### src/sv/ugpb_pkg.sv
// ----------------------------------------------------------------------------
// ugpb_pkg
// Shared types, constants and codes for the uniform grid particle binning unit.
// ----------------------------------------------------------------------------
`timescale 1ns / 1ps
`default_nettype none

package ugpb_pkg;

  // Sizing
  localparam int CELL_CAPACITY = 16;
  localparam int GRID_DIM_MAX  = 16;
  localparam int ID_BITS       = 16;

  localparam int NUM_CELLS   = GRID_DIM_MAX * GRID_DIM_MAX * GRID_DIM_MAX;
  localparam int NUM_ENTRIES = NUM_CELLS * CELL_CAPACITY;
  localparam int CELL_AW     = $clog2(NUM_CELLS);
  localparam int SLOT_AW     = $clog2(CELL_CAPACITY);
  localparam int ENT_AW      = CELL_AW + SLOT_AW;
  localparam int CNT_W       = $clog2(CELL_CAPACITY + 1);
  localparam int COORD_W     = $clog2(GRID_DIM_MAX);
  localparam int DIM_W       = $clog2(GRID_DIM_MAX + 1);
  localparam int PLANE_W     = $clog2(GRID_DIM_MAX * GRID_DIM_MAX + 1);
  localparam int NCELL_W     = $clog2(NUM_CELLS + 1);
  localparam int ROW_W       = 2 * COORD_W;

  // Register map
  localparam int NUM_REGS = 7;
  localparam int ADDR_W   = $clog2(NUM_REGS) + 2;
  localparam int GRID_W   = 5;

  localparam logic [2:0] REG_MIN_X = 3'd0;
  localparam logic [2:0] REG_MIN_Y = 3'd1;
  localparam logic [2:0] REG_MIN_Z = 3'd2;
  localparam logic [2:0] REG_INV   = 3'd3;
  localparam logic [2:0] REG_GX    = 3'd4;
  localparam logic [2:0] REG_GY    = 3'd5;
  localparam logic [2:0] REG_GZ    = 3'd6;

  // Opcodes
  localparam logic [1:0] OP_CLEAR  = 2'd0;
  localparam logic [1:0] OP_INSERT = 2'd1;
  localparam logic [1:0] OP_READ   = 2'd2;

  // Status codes
  localparam logic [1:0] ST_OK   = 2'd0;
  localparam logic [1:0] ST_FULL = 2'd1;
  localparam logic [1:0] ST_OOB  = 2'd2;

  // Result kinds loaded into the output register
  localparam logic [1:0] K_EMPTY = 2'd0;
  localparam logic [1:0] K_OOB   = 2'd1;
  localparam logic [1:0] K_INS   = 2'd2;
  localparam logic [1:0] K_RD    = 2'd3;

  // Axis select
  localparam logic [1:0] AX_X = 2'd0;
  localparam logic [1:0] AX_Y = 2'd1;
  localparam logic [1:0] AX_Z = 2'd2;

  // Slot value reported when no slot was written
  localparam logic [4:0] NO_SLOT = 5'(CELL_CAPACITY);

  typedef struct packed {
    logic signed [31:0] min_x;
    logic signed [31:0] min_y;
    logic signed [31:0] min_z;
    logic [31:0]        inv;
    logic [DIM_W-1:0]   gx;
    logic [DIM_W-1:0]   gy;
    logic [DIM_W-1:0]   gz;
    logic [NCELL_W-1:0] used;
  } cfg_t;

  typedef struct packed {
    logic       latch;
    logic       sub;
    logic       mul;
    logic       chk;
    logic [1:0] axis;
    logic       idx_a;
    logic       idx_b;
    logic       rd_path;
    logic       sweep_wr;
    logic       load;
    logic [1:0] kind;
  } dp_cmd_t;

  typedef struct packed {
    logic [1:0] op;
    logic       oob;
    logic       sweep_last;
  } dp_sts_t;

endpackage

`default_nettype wire

### src/sv/ugpb_ctrl.sv
// ----------------------------------------------------------------------------
// ugpb_ctrl
// Sequencer: steps the datapath through clear sweep, insert and read.
// ----------------------------------------------------------------------------
`timescale 1ns / 1ps
`default_nettype none

module ugpb_ctrl
  import ugpb_pkg::*;
(
  input  wire logic       clk,
  input  wire logic       rst,
  input  wire logic       in_valid,
  output logic            in_stall,
  input  wire logic [1:0] opcode,
  output logic            out_valid,
  input  wire logic       out_stall,
  output dp_cmd_t         cmd,
  input  wire dp_sts_t    sts
);

  localparam logic [3:0] S_INIT  = 4'd0;
  localparam logic [3:0] S_IDLE  = 4'd1;
  localparam logic [3:0] S_CLEAR = 4'd2;
  localparam logic [3:0] S_SUB   = 4'd3;
  localparam logic [3:0] S_MUL   = 4'd4;
  localparam logic [3:0] S_CHK   = 4'd5;
  localparam logic [3:0] S_IDX1  = 4'd6;
  localparam logic [3:0] S_IDX2  = 4'd7;
  localparam logic [3:0] S_ICNT  = 4'd8;
  localparam logic [3:0] S_IFIN  = 4'd9;
  localparam logic [3:0] S_RCNT  = 4'd10;
  localparam logic [3:0] S_RFIN  = 4'd11;
  localparam logic [3:0] S_DONE  = 4'd12;

  logic [3:0] state;
  logic [3:0] state_next;
  logic [1:0] axis;
  logic [1:0] axis_next;
  logic       out_valid_next;
  logic       out_free;

  assign in_stall = (state != S_IDLE);
  assign out_free = !out_valid || !out_stall;

  // Next state and commands
  always_comb begin
    state_next = state;
    axis_next  = axis;
    cmd        = '0;
    cmd.axis   = axis;
    unique case (state)
      S_INIT: begin
        cmd.sweep_wr = 1'b1;
        if (sts.sweep_last) state_next = S_IDLE;
      end
      S_IDLE: begin
        if (in_valid) begin
          cmd.latch = 1'b1;
          axis_next = AX_X;
          unique case (opcode)
            OP_CLEAR:  state_next = S_CLEAR;
            OP_INSERT: state_next = S_SUB;
            OP_READ:   state_next = S_RCNT;
            default:   state_next = S_DONE;
          endcase
        end
      end
      S_CLEAR: begin
        cmd.sweep_wr = 1'b1;
        if (sts.sweep_last) state_next = S_DONE;
      end
      S_SUB: begin
        cmd.sub    = 1'b1;
        state_next = S_MUL;
      end
      S_MUL: begin
        cmd.mul    = 1'b1;
        state_next = S_CHK;
      end
      S_CHK: begin
        cmd.chk = 1'b1;
        if (axis == AX_Z) begin
          state_next = S_IDX1;
        end else begin
          axis_next  = 2'(axis + 2'd1);
          state_next = S_SUB;
        end
      end
      S_IDX1: begin
        if (sts.oob) begin
          state_next = S_DONE;
        end else begin
          cmd.idx_a  = 1'b1;
          state_next = S_IDX2;
        end
      end
      S_IDX2: begin
        cmd.idx_b  = 1'b1;
        state_next = S_ICNT;
      end
      S_ICNT: begin
        state_next = S_IFIN;
      end
      S_IFIN: begin
        if (out_free) begin
          cmd.load   = 1'b1;
          cmd.kind   = K_INS;
          state_next = S_IDLE;
        end
      end
      S_RCNT: begin
        cmd.rd_path = 1'b1;
        state_next  = S_RFIN;
      end
      S_RFIN: begin
        cmd.rd_path = 1'b1;
        if (out_free) begin
          cmd.load   = 1'b1;
          cmd.kind   = K_RD;
          state_next = S_IDLE;
        end
      end
      S_DONE: begin
        if (out_free) begin
          cmd.load   = 1'b1;
          cmd.kind   = (sts.op == OP_INSERT) ? K_OOB : K_EMPTY;
          state_next = S_IDLE;
        end
      end
      default: state_next = S_INIT;
    endcase
  end

  // Output word handshake
  always_comb begin
    out_valid_next = out_valid;
    if (cmd.load) begin
      out_valid_next = 1'b1;
    end else if (out_valid && !out_stall) begin
      out_valid_next = 1'b0;
    end
  end

  always_ff @(posedge clk) begin
    if (rst) begin
      state     <= S_INIT;
      axis      <= AX_X;
      out_valid <= 1'b0;
    end else begin
      state     <= state_next;
      axis      <= axis_next;
      out_valid <= out_valid_next;
    end
  end

endmodule

`default_nettype wire

### config.mk
export PLATFORM = sky130hd
export DESIGN_NAME = ugpb_ctrl
export DESIGN_NICKNAME = d
export VERILOG_FILES = /design/src/sv/ugpb_pkg.sv /design/src/sv/ugpb_ctrl.sv
export SDC_FILE = /design/constraint.sdc
export NUM_CORES = 1
export LEC_CHECK = 0
export ABC_AREA = 1
export BUFFER_PORTS_ARGS = -buffer_cell sky130_fd_sc_hd__buf_4
export CORE_AREA = 4 4 41 43
export DETAILED_ROUTE_END_ITERATION = 7
export DIE_AREA = 0 0 45 47
export GPL_ROUTABILITY_DRIVEN = 0
export PLACE_DENSITY = 0.79
export SLEW_MARGIN = 20
export SYNTH_ARGS = -nofsm -noshare
export SYNTH_HDL_FRONTEND = slang
export SYNTH_SLANG_ARGS = --single-unit
### constraint.sdc
create_clock -name clk -period 3.65 [get_ports clk]
set_clock_uncertainty 0.1 [all_clocks]
set_input_delay 0.73 -clock clk [delete_from_list [all_inputs] [get_ports clk]]
set_output_delay 0.73 -clock clk [all_outputs]
set_load 0.02 [all_outputs]
==> flow_summary.yaml <==
floorplanning:
  dieArea_um2: 2120
  start_util: 0.491
  row_count: 13
  dieHeight_um: 47
  dieWidth_um: 45
  placeableCoreArea_um2: 1300
  ioPinCount: 25
worst_setup_path:
  crit_type: "in -> out"
  critPathLaunchType: "input port"
  critPathSlowestCell: "o41ai_1"
  cp.arrival_ps: 1550
  crit_chain: "buf_4, nand2_1, inv_1, o41ai_1, buf_4"
  crit_fanout: 5
  critPathBufInv: 3
  crit_top_cell: "buf_4"
  rrSetupSlack_ps: 1940
  worstSetupEndpointType: "primary output"
  slowest_delay_ps: 330
  crit_family: "buffers and inverters"
  cp.required_ps: 2820
synth:
  async_flop_share: 0
  ys_seq_area_frac: 0.219
  synth.top_cell.area_share: 0.219
  syn_inst: 114
  ys_types: 20
  ys_ff_latch: 7
  yosysWarnings: 0
  syn-num-nets: 125
  synth_edf_count: 0
  synth_area_leaders: "dfxtp_1, nand2_1, inv_1"
  syn_area_um2: 639
  yosysTopAreaCell: "dfxtp_1"
  syn_avg_cell_area_um2: 5.61
  ys.flop_type: "dfxtp_1"
cells_and_area:
  area_growth_pct: 32.9
  multi_input_area_um2: 394
  final-seq-area_um2: 140
  drive_above_1_share: 0.271
  nFillCells: 137
  final_common_cell: "nand2_1"
  final_cell_mix: "nand2_1, inv_1, buf_4"
  antennaDiodeCount: 0
  layout.nets: 152
cts:
  clock-root-buffer: "clkbuf_4"
  cts-hold-fix-buffers: 0
  htree_levels: 1
  cts_tree: "yes"
  cts_resized: 0
  clock-sinks: 7
  postCtsSetupBuffers: 0
  numCtsBuffers: 3
  cts_buffer_depth: 2
  clk_pin_slew_ps: 50
  clk-insertion-delay-late_ps: 250
drt:
  vias_per_cell: 4.98
  wl_per_cell_um: 10.2
  dr.pass1.iters: 4
  drtIter0Drc: 17
  postRouteAntennaNets: 0
  drc: 0
  vias: 772
  drt-total-wl_um: 1580
run_status:
  status: "finished clean"
global_route:
  grt_busiest_layer: "met2"
  grtUsageTotal: 0.172
  antenna_found_initial: 0
  grt_pass1_vias: 660
  grt_util_met2: 0.291
  grt_max_degree: 13
  grt_pass1_wl_um: 2640
  grtUsageMet1: 0.206
  use_met3: 0.0115
  grt_overflow: 0
placement:
  dp_hpwl_um: 1350
  io_buffers: 24
  pre_cts_ws_ps: 1270
pwr:
  leakage_nw: 0.482
  p_per_area_nw_per_um2: 693
  peakVddDrop_v: 0.000425
timing:
  fmax_mhz: 420
  timing.final.hold_violations: 0
  rsz0062_at_grt: "no"
  fin_tns_setup_ps: 0
  period_minus_slack_ps: 2380
  worst_pin_slew_ps: 419
  relSlewSlack: 0.720
  period_share: 0.652
  drv_slew: 0
  setup_ws_ps: 1270
  finalSetupViolations: 0
min_path:
  min_path_type: "reg -> reg"
run:
  cap_violations: 0
## report_power, final
part | switching, mW | leakage [nW] | internal [mW]
Combinational | 0.233 | 0.410 | 0.141
Sequential | 0.0440 | 0.0572 | 0.102
Clock | 0.0276 | 0.0150 | 0.0416
## metal layers
| layer | routed length [um] | part of all wire | vias up |
|---|---|---|---|
| li1 | - | - | 409 |
| met1 | 686 | 0.43 | 342 |
| met2 | 777 | 0.49 | 16 |
| met3 | 74 | 0.047 | 5 |
| met4 | 42 | 0.027 | 0 |
| met5 | 0 | 0 | - |
## state kept, by name (all words and copies together) (netlist names)
name	cells
state	4
axis	2
out_valid	1
## path summary, 6_finish.rpt
check                           startpoint  endpoint  cells after the start
worst max-delay path             out_stall    cmd[0]                      5
worst min-delay path               axis[1]   axis[1]                      2
worst max register to register    state[0]  state[0]                      8
worst min register to register     axis[1]   axis[1]                      2
## cells by family (layout without fill, tap and decap cells)
| family | count (synthesis) | count (layout) | synth area share |
|---|---|---|---|
| adder cells (fa/ha/maj) | 1 | 1 | 0.0196 |
| AND/OR/NAND/NOR | 67 | 67 | 0.483 |
| flip-flops | 7 | 7 | 0.219 |
| AO/OA/AOI/OAI | 13 | 13 | 0.114 |
| buffers and inverters | 26 | 52 | 0.164 |
## cell type report
cell class / instances / share of cell area
multi-input cells: 81 / 0.464
repair buffers: 24 / 0.212
clock buffers: 4 / 0.0309
inverters: 24 / 0.106
well taps: 15 / 0.0221
flip-flops and latches: 7 / 0.165
## worst register-to-register path, stage by stage (launching register included)
cell	delay [ps]
dfxtp_1	570
inv_1	130
nor2_2	240
nand3_2	160
nand2_1	130
inv_1	60
nand2_2	70
nand2_1	50
a21oi_1	140
## synth_stat cells, types with 2 or more instances
cell type / instances
nand2_1: 29
inv_1: 24
nor2_1: 16
nand3_1: 8
a21oi_1: 7
dfxtp_1: 7
nor2_2: 5
nand2_2: 3
buf_4: 2
nand3_2: 2
o21ai_0: 2
## stage by stage
step            util  cells  hold WS, ps  total power, mW  instance area [um2]
3_5_place_dp   0.633    151          416            0.522                  823
5_1_grt        0.653    155          488            0.655                  850
6_report       0.653    155          439            0.589                  850
3_3_place_gp   0.633    151          420            0.516                  823
4_1_cts        0.653    155          444            0.597                  850
2_1_floorplan      -    114          408            0.413                  639
No activity file was read; power rests on OpenSTA's default activity.
