$ cat src/sv/ugpb_pkg.sv
// ----------------------------------------------------------------------------
// ugpb_pkg
// Shared types, constants and codes for the uniform grid particle binning unit.
// ----------------------------------------------------------------------------
`timescale 1ns / 1ps
`default_nettype none

package ugpb_pkg;

  // Sizing
  localparam int CELL_CAPACITY = 16;
  localparam int GRID_DIM_MAX  = 16;
  localparam int ID_BITS       = 16;

  localparam int NUM_CELLS   = GRID_DIM_MAX * GRID_DIM_MAX * GRID_DIM_MAX;
  localparam int NUM_ENTRIES = NUM_CELLS * CELL_CAPACITY;
  localparam int CELL_AW     = $clog2(NUM_CELLS);
  localparam int SLOT_AW     = $clog2(CELL_CAPACITY);
  localparam int ENT_AW      = CELL_AW + SLOT_AW;
  localparam int CNT_W       = $clog2(CELL_CAPACITY + 1);
  localparam int COORD_W     = $clog2(GRID_DIM_MAX);
  localparam int DIM_W       = $clog2(GRID_DIM_MAX + 1);
  localparam int PLANE_W     = $clog2(GRID_DIM_MAX * GRID_DIM_MAX + 1);
  localparam int NCELL_W     = $clog2(NUM_CELLS + 1);
  localparam int ROW_W       = 2 * COORD_W;

  // Register map
  localparam int NUM_REGS = 7;
  localparam int ADDR_W   = $clog2(NUM_REGS) + 2;
  localparam int GRID_W   = 5;

  localparam logic [2:0] REG_MIN_X = 3'd0;
  localparam logic [2:0] REG_MIN_Y = 3'd1;
  localparam logic [2:0] REG_MIN_Z = 3'd2;
  localparam logic [2:0] REG_INV   = 3'd3;
  localparam logic [2:0] REG_GX    = 3'd4;
  localparam logic [2:0] REG_GY    = 3'd5;
  localparam logic [2:0] REG_GZ    = 3'd6;

  // Opcodes
  localparam logic [1:0] OP_CLEAR  = 2'd0;
  localparam logic [1:0] OP_INSERT = 2'd1;
  localparam logic [1:0] OP_READ   = 2'd2;

  // Status codes
  localparam logic [1:0] ST_OK   = 2'd0;
  localparam logic [1:0] ST_FULL = 2'd1;
  localparam logic [1:0] ST_OOB  = 2'd2;

  // Result kinds loaded into the output register
  localparam logic [1:0] K_EMPTY = 2'd0;
  localparam logic [1:0] K_OOB   = 2'd1;
  localparam logic [1:0] K_INS   = 2'd2;
  localparam logic [1:0] K_RD    = 2'd3;

  // Axis select
  localparam logic [1:0] AX_X = 2'd0;
  localparam logic [1:0] AX_Y = 2'd1;
  localparam logic [1:0] AX_Z = 2'd2;

  // Slot value reported when no slot was written
  localparam logic [4:0] NO_SLOT = 5'(CELL_CAPACITY);

  typedef struct packed {
    logic signed [31:0] min_x;
    logic signed [31:0] min_y;
    logic signed [31:0] min_z;
    logic [31:0]        inv;
    logic [DIM_W-1:0]   gx;
    logic [DIM_W-1:0]   gy;
    logic [DIM_W-1:0]   gz;
    logic [NCELL_W-1:0] used;
  } cfg_t;

  typedef struct packed {
    logic       latch;
    logic       sub;
    logic       mul;
    logic       chk;
    logic [1:0] axis;
    logic       idx_a;
    logic       idx_b;
    logic       rd_path;
    logic       sweep_wr;
    logic       load;
    logic [1:0] kind;
  } dp_cmd_t;

  typedef struct packed {
    logic [1:0] op;
    logic       oob;
    logic       sweep_last;
  } dp_sts_t;

endpackage

`default_nettype wire

$ cat src/sv/ugpb_cfg.sv
// ----------------------------------------------------------------------------
// ugpb_cfg
// APB register file: box corner, reciprocal cell size and grid dimensions.
// ----------------------------------------------------------------------------
`timescale 1ns / 1ps
`default_nettype none

module ugpb_cfg
  import ugpb_pkg::*;
(
  input  wire logic              clk,
  input  wire logic              rst,
  input  wire logic              psel,
  input  wire logic              penable,
  input  wire logic              pwrite,
  input  wire logic [ADDR_W-1:0] paddr,
  input  wire logic [31:0]       pwdata,
  output logic [31:0]            prdata,
  output logic                   pready,
  output cfg_t                   cfg
);

  logic [31:0]        min_x;
  logic [31:0]        min_y;
  logic [31:0]        min_z;
  logic [31:0]        inv;
  logic [GRID_W-1:0]  grid_x;
  logic [GRID_W-1:0]  grid_y;
  logic [GRID_W-1:0]  grid_z;
  logic [DIM_W-1:0]   gx_eff;
  logic [DIM_W-1:0]   gy_eff;
  logic [DIM_W-1:0]   gz_eff;
  logic [PLANE_W-1:0] plane;
  logic [NCELL_W-1:0] used;
  logic               wr_en;
  logic [2:0]         reg_idx;

  // Clamp a grid size register to 1..GRID_DIM_MAX
  function automatic logic [DIM_W-1:0] eff_dim(input logic [GRID_W-1:0] g);
    logic [DIM_W-1:0] r;
    if (g == '0) begin
      r = DIM_W'(1);
    end else if (int'(g) > GRID_DIM_MAX) begin
      r = DIM_W'(GRID_DIM_MAX);
    end else begin
      r = DIM_W'(g);
    end
    return r;
  endfunction

  assign pready  = 1'b1;
  assign wr_en   = psel & penable & pwrite;
  assign reg_idx = paddr[ADDR_W-1:2];

  // Register writes
  always_ff @(posedge clk) begin
    if (rst) begin
      min_x  <= '0;
      min_y  <= '0;
      min_z  <= '0;
      inv    <= 32'd65536;
      grid_x <= GRID_W'(16);
      grid_y <= GRID_W'(16);
      grid_z <= GRID_W'(16);
    end else if (wr_en) begin
      unique case (reg_idx)
        REG_MIN_X: min_x  <= pwdata;
        REG_MIN_Y: min_y  <= pwdata;
        REG_MIN_Z: min_z  <= pwdata;
        REG_INV:   inv    <= pwdata;
        REG_GX:    grid_x <= pwdata[GRID_W-1:0];
        REG_GY:    grid_y <= pwdata[GRID_W-1:0];
        REG_GZ:    grid_z <= pwdata[GRID_W-1:0];
        default:   ;
      endcase
    end
  end

  // Read back
  always_comb begin
    unique case (reg_idx)
      REG_MIN_X: prdata = min_x;
      REG_MIN_Y: prdata = min_y;
      REG_MIN_Z: prdata = min_z;
      REG_INV:   prdata = inv;
      REG_GX:    prdata = 32'(grid_x);
      REG_GY:    prdata = 32'(grid_y);
      REG_GZ:    prdata = 32'(grid_z);
      default:   prdata = '0;
    endcase
  end

  assign gx_eff = eff_dim(grid_x);
  assign gy_eff = eff_dim(grid_y);
  assign gz_eff = eff_dim(grid_z);

  // Cells in use, one product per stage
  always_ff @(posedge clk) begin
    plane <= PLANE_W'(gx_eff * gy_eff);
    used  <= NCELL_W'(plane * gz_eff);
  end

  assign cfg.min_x = min_x;
  assign cfg.min_y = min_y;
  assign cfg.min_z = min_z;
  assign cfg.inv   = inv;
  assign cfg.gx    = gx_eff;
  assign cfg.gy    = gy_eff;
  assign cfg.gz    = gz_eff;
  assign cfg.used  = used;

endmodule

`default_nettype wire

$ cat config.mk
export PLATFORM = sky130hd
export DESIGN_NAME = ugpb_cfg
export DESIGN_NICKNAME = d
export VERILOG_FILES = /design/src/sv/ugpb_pkg.sv /design/src/sv/ugpb_cfg.sv
export SDC_FILE = /design/constraint.sdc
export NUM_CORES = 1
export LEC_CHECK = 0
export BUFFER_PORTS_ARGS = -buffer_cell sky130_fd_sc_hd__buf_4
export CORE_MARGIN = 3
export CORE_UTILIZATION = 41
export DETAILED_ROUTE_END_ITERATION = 8
export SKIP_LAST_GASP = 1
export SYNTH_ARGS = -nofsm -noshare
export SYNTH_HDL_FRONTEND = slang
export SYNTH_SLANG_ARGS = --single-unit
export TNS_END_PERCENT = 20
$ cat constraint.sdc
create_clock -name clk -period 5.7 [get_ports clk]
set_clock_uncertainty 0.05 [all_clocks]
set_input_delay 0 -clock clk [delete_from_list [all_inputs] [get_ports clk]]
set_output_delay 0 -clock clk [all_outputs]
set_load 0.02 [all_outputs]
==> flow_metrics.env, run 1 <==
export IMPL_p_per_area_nw_per_um2=220.8
export IMPL_max_freq_mhz=226.8
export IMPL_peakVddDrop_v=0.0001788
export IMPL_routed_via_density=5.080
export IMPL_maxSlewHeadroom_pct=45.27
export IMPL_die_w_um=149.8
export IMPL_globalRouteOverflowTotal=0
export IMPL_grt_max_degree=76
export IMPL_period_needed_ns=4.409
export IMPL_setup_tns_ns=0
export IMPL_die_y_um=149.8
export IMPL_cts_root_buf="clkbuf_16"
export IMPL_numPortBuffers=227
export IMPL_hold_ws_ns=0.07220
export IMPL_wl_mm=26.05
export IMPL_seq_area_sq_um=3303
export IMPL_syn_nets=1164
export IMPL_hold_buffers=32
export IMPL_final_cell_mix="319 x nand2_1, 237 x buf_4, 165 x dfxtp_1"
export IMPL_netlist_area_leader_share_pct=38.94
export IMPL_synth_cell_types=42
export IMPL_synth_edf_count=0
export IMPL_drv_slew=0
export IMPL_route_detailed_drc=0
export IMPL_htreeDepth=4
export IMPL_coreArea_sq_um=19910
export IMPL_hpwl_mm=17.48
export IMPL_grt_pass1_wl_mm=41.10
export IMPL_initial_core_util_pct=42.61
export IMPL_gp_congestion=0.8322
export IMPL_die_area_sq_um=22450
export IMPL_finalSetupViolations=0
export IMPL_cts_setup_buffers=0
export IMPL_cts_tree="yes"
export IMPL_synth_cell_area_sq_um=8483
export IMPL_async_flop_share_pct=0
export IMPL_arrival_ns=4.71
export IMPL_track_usage_pct=23.11
export IMPL_synth_area_top_cells="dfxtp_1 39%, nand2_1 14%, a21oi_1 8.0%"
export IMPL_nets=1377
export IMPL_final_common_cell="nand2_1"
export IMPL_drive_above_1_share_pct=22.62
export IMPL_pin_count=231
export IMPL_synth_area_per_cell_sq_um=8.033
export IMPL_path_max_fanout=16
export IMPL_num_antenna_cells=0
export IMPL_ys_warn_count=0
export IMPL_grt_pass1_vias=7580
export IMPL_syn_to_final_growth_pct=31.43
export IMPL_yosys_register_bits=165
export IMPL_start_kind="register"
export IMPL_worst_pin_slew_ns=0.8181
export IMPL_vias=7858
export IMPL_final_hold_violation_count=0
export IMPL_cts_resized=0
export IMPL_outcome="finished clean"
export IMPL_antenna_found_initial=0
export IMPL_path_class="reg2reg"
export IMPL_drt_iter0_markers=474
export IMPL_path_clk_slew_ns=0.07
export IMPL_nFillCells=1903
export IMPL_rsz0062_at_grt="false"
export IMPL_clk_insertion_delay_late_ns=0.43
export IMPL_cts_sinks=165
export IMPL_multiInputGateArea_sq_um=4632
export IMPL_rows=51
export IMPL_leakage_nw=5.032
export IMPL_ys_seq_area_share_pct=38.94
export IMPL_yosysTopAreaCell="dfxtp_1"
export IMPL_clockBufferDepth=2
export IMPL_synth_main_ff_cell="dfxtp_1"
export IMPL_maxCapViolations=0
export IMPL_antenna_left=0
export IMPL_cp_required_ns=6.00
export IMPL_numCtsBuffers=17
export IMPL_hold_path_class="in2reg"
export IMPL_wire_per_inst_um=16.84
export IMPL_synthCells=1056
export IMPL_first_pass_iters=5
export IMPL_period_share_pct=77.36
export IMPL_worstSetupEndpointType="register"
export IMPL_reg2reg_slack_ns=1.29
-- worst max-delay path: stages (launching register included) --
cell      delay, ns
dfxtp_1        0.47
nor2b_1        0.59
and2_1         0.24
fa_1           0.44
fa_1           0.54
inv_1          0.05
fa_1           0.52
inv_1          0.04
ha_1           0.34
and3_1         0.20
a211oi_1       0.33
nand2b_1       0.14
a31oi_1        0.24
xnor2_1        0.14
-- layout make-up --
type | instances | share of cell area [%]
clock buffer | 19 | 4.062
clock inverter | 13 | 1.212
inverter | 52 | 1.751
multi-input combinational | 764 | 41.54
sequential | 165 | 29.63
tap | 265 | 2.974
timing repair buffer | 269 | 18.83
-- power breakdown --
part / leakage (nW) / switching (W) / internal, W
Sequential: 1.33 / 0.00000832 / 0.00116
Combinational: 3.41 / 0.0000938 / 0.0000612
Clock: 0.287 / 0.000532 / 0.000606
Total: 5.03 / 0.000634 / 0.00183
-- registers in the layout, summed over array words and instances, names as in the netlist --
register and flops:
used 13, min_z 32, grid_z 5, min_x 32
plane 9, grid_x 5, inv 32, min_y 32
grid_y 5
-- routing by layer --
layer / global-route usage [%] / vias up / share of wire, %
met1: 30.90 / 3688 / 44
li1: - / 3892 / -
met5: 0 / - / 0
met4: 5.718 / 0 / 1.2
met2: 37.17 / 255 / 47
met3: 6.329 / 23 / 7.3
-- cells in the mapped netlist, types with 2 or more instances --
library cell and instances:
xnor2_1 17, fa_1 28, and2_1 36, a211o_1 3, a22oi_1 61, nor2b_1 10
o221ai_1 2, dfxtp_1 165, mux2i_1 14, nor2_1 35, a31oi_1 3, ha_1 38
o41ai_2 2, xor2_1 3, and3_1 8, o21a_1 2, buf_2 39, nand2_2 3
nand2b_1 7, mux2_2 8, inv_1 52, a21oi_1 135, nand2_1 319, nand3_1 2
clkbuf_1 27, or2_2 3, o21ai_0 5, a21o_1 3, nor3_1 5, o21bai_1 2
buf_4 8
-- logic make-up after synthesis --
kind of cell               count (synthesis)  synth area share (%)
AOI/OAI and AO/OA                        223                 15.87
and+or+nand+nor                          431                 21.34
xor gates and xnor gates                  20                 2.065
other                                      1               0.04421
muxes                                     23                 2.979
DFF                                      165                 38.94
adders and majority gates                 66                 12.21
buffers and inverters                    127                 6.549
-- through the flow --
step	worst slack (ns)	utilization [%]	total power, W	cells	cell area [sq um]
after detailed placement	1.304	51.44	0.001332	1483	10240
after global placement	1.363	51.44	0.001332	1483	10240
final	1.291	56.00	0.002462	1547	11150
after global routing	0.9462	56.00	0.002544	1547	11150
after floorplan	1.638	-	0.001265	1056	8483
after CTS	1.290	56.00	0.002483	1547	11150
-- final timing paths --
kind,from,end,cells after the start
min reg2reg,inv[15],inv[15],2
min,paddr[2],min_y[0],4
max reg2reg,grid_z[4],used[11],13
max,grid_z[4],used[11],13
No activity file was read; power rests on OpenSTA's default activity.
==> run 2: changes to the inputs <==
Settings changed: ABC_AREA set to 1.
Clock period 5.7 ns to 4.3 ns, I/O delays scaled along.
==> run 2 against run 1 <==
Non-clock buffer count grew 6. Sequential power grew 33%. First-iteration DRC count shrank 4.6%. Largest cell class unchanged. Total power grew 34%. Via count grew 9.1%. Clock power grew 32%.
==> flow_metrics.env, run 2 <==
export IMPL_nets=1560
export IMPL_synthSimpleGateAreaFrac_pct=27.76
export IMPL_worstSetupEndpointType="register"
export IMPL_post_place_ws_ns=0.4583
export IMPL_peakVddDrop_v=0.0002473
export IMPL_maxCapViolations=0
export IMPL_path_class="reg2reg"
export IMPL_vias=8571
export IMPL_cp_top_family="adder cells"
export IMPL_die_w_um=150.3
export IMPL_synth_cell_area_sq_um=8532
export IMPL_max_stage_delay_ns=0.54
export IMPL_die_area_sq_um=22580
export IMPL_synthMuxAreaShare_pct=0
export IMPL_htreeDepth=4
export IMPL_die_y_um=150.3
export IMPL_drt_iter0_markers=452
export IMPL_grt_pass1_vias=8408
export IMPL_post_route_util_pct=55.68
export IMPL_synth_most_common_cell="nor2_1"
export IMPL_synth_commonest_cells="313 x nor2_1, 229 x nand2_1, 165 x dfxtp_1, 137 x o21ai_0, 123 x inv_1"
export IMPL_synthAdderAreaFrac_pct=12.14
export IMPL_coreArea_sq_um=20360
export IMPL_final_cell_mix="313 x nor2_1, 240 x buf_4, 229 x nand2_1"
export IMPL_crit_path_top_delay_cell="fa_1"
export IMPL_antenna_found_initial=0
export IMPL_num_antenna_cells=0
export IMPL_initial_core_util_pct=41.90
export IMPL_crit_chain="inv_1 > nor2_1 > inv_1 > nor2_1 > fa_1 > fa_1 > inv_1 > fa_1 > inv_1 > ha_1 > a21oi_1 > nor2_1 > nor2_1 > nand2_1 > nand2_1 > nand2_1"
export IMPL_drv_slew=0
export IMPL_rows=52
export IMPL_synth_main_ff_cell="dfxtp_1"
export IMPL_synth_area_per_cell_sq_um=7.022
export IMPL_final_common_cell="nor2_1"
export IMPL_finalSetupViolations=0
export IMPL_critPathBufInv=4
export IMPL_hold_ws_ns=0.1067
export IMPL_hpwl_mm=19.27
export IMPL_hold_buffers=35
export IMPL_synth_area_top_cells="dfxtp_1 39%, nor2_1 14%, nand2_1 10%"
export IMPL_place_area_sq_um=10410
export IMPL_clockBufferDepth=2
export IMPL_path_max_fanout=6
export IMPL_cts_setup_buffers=0
export IMPL_clk_insertion_delay_late_ns=0.42
export IMPL_cp_required_ns=4.58
export IMPL_wire_per_inst_um=16.24
export IMPL_synth_top_family_by_area="simple AND/OR/NAND/NOR gates"
export IMPL_outcome="finished clean"
export IMPL_grt_pass1_wl_mm=44.53
export IMPL_maxSlewHeadroom_pct=47.21
export IMPL_max_freq_mhz=259.1
export IMPL_ys_seq_area_share_pct=38.72
export IMPL_synthCells=1215
export IMPL_period_needed_ns=3.860
export IMPL_arrival_ns=4.14
export IMPL_setup_ws_ns=0.4405
export IMPL_wl_mm=28.17
export IMPL_cts_resized=0
export IMPL_rsz0062_at_grt="false"
export IMPL_hold_path_class="in2reg"
export IMPL_drive_above_1_share_pct=19.45
export IMPL_post_route_cell_area_sq_um=11340
export IMPL_worst_pin_slew_ns=0.7907
export IMPL_synth_edf_count=0
export IMPL_numCtsBuffers=17
export IMPL_grt_max_degree=62
export IMPL_syn_nets=1323
export IMPL_gp_congestion=0.8694
export IMPL_period_share_pct=89.76
export IMPL_reg2reg_slack_ns=0.44
export IMPL_pin_count=231
export IMPL_track_usage_pct=25.05
export IMPL_start_kind="register"
export IMPL_cts_sinks=165
export IMPL_numPortBuffers=227
export IMPL_p_per_area_nw_per_um2=291.1
export IMPL_synth_compound_area_share_pct=11.51
export IMPL_cts_root_buf="clkbuf_16"
export IMPL_cts_tree="yes"
export IMPL_syn_to_final_growth_pct=32.91
export IMPL_route_detailed_drc=0
export IMPL_ys_warn_count=0
export IMPL_routed_via_density=4.940
export IMPL_yosys_register_bits=165
export IMPL_netlist_area_leader_share_pct=38.72
export IMPL_async_flop_share_pct=0
export IMPL_yosysTopAreaCell="dfxtp_1"
export IMPL_synth_cell_types=28
export IMPL_first_pass_iters=5
export IMPL_leakage_nw=5.779
export IMPL_setup_tns_ns=0
export IMPL_path_clk_slew_ns=0.07
export IMPL_synthXorXnorAreaFrac_pct=1.129
export IMPL_antenna_left=0
export IMPL_globalRouteOverflowTotal=0
export IMPL_final_hold_violation_count=0
run 2: layout make-up:
class | count | area (sq um)
Sequential cell | 165 | 3303
Fill cell | 2031 | 9025
Clock inverter | 15 | 157.7
Multi-Input combinational cell | 866 | 4487
Inverter | 127 | 476.7
Timing Repair Buffer | 275 | 2152
Tap cell | 270 | 337.8
Clock buffer | 17 | 425.4
run 2: worst paths after layout:
path	from	end	depth (start not counted)
max reg2reg	grid_z[2]	used[9]	16
min reg2reg	min_z[0]	min_z[0]	2
min	paddr[4]	grid_x[4]	4
max	grid_z[2]	used[9]	16
run 2: tightest hold or removal path, stage by stage:
cell and delay [ns]:
buf_4 0.11, nand2_1 0.14, nor2_2 0.17, o21ai_0 0.10
run 2: layer usage:
metal / global-route usage, % / vias up / share of wire, %
li1: - / 4297 / -
met1: 30.47 / 4008 / 42
met2: 43.59 / 229 / 49
met3: 6.382 / 37 / 6.6
met4: 7.685 / 0 / 2.0
met5: 0 / - / 0
run 2: cell families after synthesis:
| kind of cell | count (synthesis) |
|---|---|
| compound gates | 191 |
| fa+ha+maj | 66 |
| flops | 165 |
| buf+inv | 184 |
| xor+xnor | 11 |
| simple gates | 597 |
| other cells | 1 |
run 2: where the power goes:
part	internal [W]	switching, W	total, W
logic	0.0000924	0.000142	0.000234
clock network	0.000780	0.000725	0.00151
registers	0.00155	0.0000159	0.00156
run 2: per-stage QoR:
stage,total power (W),instances
6_report,0.003301,1735
5_1_grt,0.003409,1735
4_1_cts,0.003321,1735
3_5_place_dp,0.001805,1668
3_3_place_gp,0.001804,1668
2_1_floorplan,0.001692,1215
==> run 3: changes to the inputs <==
Settings changed: CORE_UTILIZATION 41 to 40.
Clock period 4.3 ns to 3.6 ns, I/O delays scaled along.
==> run 3 against run 2 <==
Register-to-register slack got worse by 0.29 ns. Routed wire length increased by 2.1%. First-iteration DRC count rose by 4.2%. Hold slack worse by 0.050 ns. Final area increased by 1.2%. Core utilization is essentially flat. Combinational power up 21%. Global-route usage shrank 0.46 points. Fmax is 12% higher. Clock power is 21% higher. Critical path type unchanged. Sequential share of layout area is 0.35 points lower. Final cell count is 0.46% higher.
==> flow_metrics.env, run 3 (synthesis gave the netlist of run 2 again) <==
export IMPL_stdcell_count=1743
export IMPL_numPortBuffers=227
export IMPL_track_usage_pct=24.59
export IMPL_drt_iter0_markers=471
export IMPL_reg2reg_slack_ns=0.15
export IMPL_num_antenna_cells=0
export IMPL_period_needed_ns=3.448
export IMPL_worst_pin_slew_ns=0.8865
export IMPL_leakage_nw=5.812
export IMPL_cpMostUsedCell="nand2_1"
export IMPL_cts_sinks=165
export IMPL_htreeDepth=4
export IMPL_min_to="grid_x[4]"
export IMPL_maxCapViolations=0
export IMPL_syn_to_final_growth_pct=34.54
export IMPL_numCtsBuffers=17
export IMPL_die_w_um=152.0
export IMPL_dp_cells=1677
export IMPL_maxSlewHeadroom_pct=40.81
export IMPL_drive_above_1_share_pct=20.98
export IMPL_cts_tree="yes"
export IMPL_final_cell_mix="305 x nor2_1, 247 x buf_4, 229 x nand2_1"
export IMPL_rows=52
export IMPL_vias=8643
export IMPL_crit_chain="inv_1 > nor2_2 > buf_4 > nand2_1 > fa_1 > fa_1 > fa_1 > inv_1 > ha_1 > nand2_1 > nor2_1 > nand2_1 > nand3_1 > nand2_1 > nand3_1 > nand2_1"
export IMPL_die_area_sq_um=23120
export IMPL_wl_mm=28.77
export IMPL_hold_path_class="in2reg"
export IMPL_cp_required_ns=3.88
export IMPL_critPathBufInv=3
export IMPL_grt_pass1_wl_mm=46.36
export IMPL_path_clk_slew_ns=0.07
export IMPL_pin_count=231
export IMPL_period_share_pct=95.78
export IMPL_drv_slew=0
export IMPL_coreArea_sq_um=20620
export IMPL_max_stage_delay_ns=0.54
export IMPL_grt_max_degree=82
export IMPL_clockBufferDepth=2
export IMPL_crit_reg2reg_launch="grid_z[3]"
export IMPL_grt_pass1_vias=8578
export IMPL_route_detailed_drc=0
export IMPL_crit_path_top_delay_cell="fa_1"
export IMPL_place_area_sq_um=10490
export IMPL_initial_core_util_pct=41.37
export IMPL_gp_congestion=0.8785
export IMPL_post_route_cell_area_sq_um=11480
export IMPL_path_max_fanout=5
export IMPL_first_pass_iters=5
export IMPL_arrival_ns=3.73
export IMPL_globalRouteOverflowTotal=0
export IMPL_min_delay_start="penable"
export IMPL_worstSetupEndpointType="register"
export IMPL_cts_setup_buffers=0
export IMPL_final_common_cell="nor2_1"
export IMPL_die_y_um=152.0
export IMPL_outcome="finished clean"
export IMPL_finalSetupViolations=0
export IMPL_hpwl_mm=19.44
export IMPL_routed_via_density=4.959
export IMPL_peakVddDrop_v=0.0002222
export IMPL_cts_root_buf="clkbuf_16"
export IMPL_wire_per_inst_um=16.51
export IMPL_final_hold_violation_count=0
export IMPL_worstRegToRegCells=16
export IMPL_max_freq_mhz=290.0
export IMPL_antenna_left=0
export IMPL_cp_top_family="adder cells"
export IMPL_clk_insertion_delay_late_ns=0.43
export IMPL_hold_depth=4
export IMPL_p_per_area_nw_per_um2=346.2
export IMPL_nets=1568
export IMPL_rsz0062_at_grt="true"
export IMPL_start_kind="register"
export IMPL_antenna_found_initial=0
export IMPL_r2r_end="used[12]"
export IMPL_path_class="reg2reg"
## run 3: what timing repair did
action	in CTS	in global routing
gates resized for setup	0	14
hold endpoints to repair	143	0
endpoints found under the setup margin	0	8
hold buffers	34	0
## run 3: worst max-delay path by stage
| stage | startpoint | end | slack (ns) | depth (start not counted) |
|---|---|---|---|---|
| after floorplan | grid_z[4] | used[9] | 0.04 | 15 |
| after global placement | grid_z[3] | used[9] | 0.16 | 16 |
| after detailed placement | grid_z[3] | used[9] | 0.10 | 16 |
| after CTS | grid_z[3] | used[9] | 0.09 | 16 |
| after global routing | grid_z[2] | used[12] | -0.08 | 17 |
| final | grid_z[3] | used[12] | 0.15 | 16 |
## run 3: final cells by class
type | instances | area (sq um)
clock buffer | 18 | 439.2
clock inverter | 14 | 155.1
fill | 1968 | 9146
inverter | 127 | 476.7
multi-input combinational | 866 | 4541
sequential | 165 | 3303
tap | 270 | 337.8
timing repair buffer | 283 | 2226
## run 3: where the power goes
| group | switching, W | total (W) | leakage, nW | internal (W) |
|---|---|---|---|---|
| clock | 0.000878 | 0.00183 | 0.292 | 0.000948 |
| combinational | 0.000170 | 0.000283 | 4.19 | 0.000112 |
| sequential | 0.0000194 | 0.00187 | 1.33 | 0.00185 |
| total | 0.00107 | 0.00397 | 5.81 | 0.00291 |
## run 3: through the flow
stage | setup WS (ns) | TNS, ns | util, % | hold slack [ns] | total power (W)
6_report | 0.1520 | 0 | 55.65 | 0.05681 | 0.003974
4_1_cts | 0.09148 | 0 | 55.40 | 0.04464 | 0.004003
3_3_place_gp | 0.1567 | 0 | 50.87 | 0.1929 | 0.002157
2_1_floorplan | 0.04488 | 0 | - | 0.04972 | 0.002021
5_1_grt | -0.07537 | -0.2267 | 55.65 | 0.1105 | 0.004105
3_5_place_dp | 0.1036 | 0 | 50.87 | 0.1943 | 0.002157
## run 3: routing by layer
layer | vias to the layer above | track usage, % | share of wire, %
met5 | - | 0 | 0
met2 | 290 | 42.91 | 49
met4 | 0 | 7.320 | 2.1
li1 | 4309 | - | -
met1 | 3999 | 30.07 | 42
met3 | 45 | 6.058 | 6.9
## run 3: worst reg2reg max path, cell delays in order, from the launching register on
cell and delay, ns:
dfxtp_1 0.34, inv_1 0.08, nor2_2 0.11, buf_4 0.16, nand2_1 0.07, fa_1 0.49, fa_1 0.53, fa_1 0.54
inv_1 0.04, ha_1 0.36, nand2_1 0.09, nor2_1 0.15, nand2_1 0.06, nand3_1 0.10, nand2_1 0.06, nand3_1 0.06
nand2_1 0.04
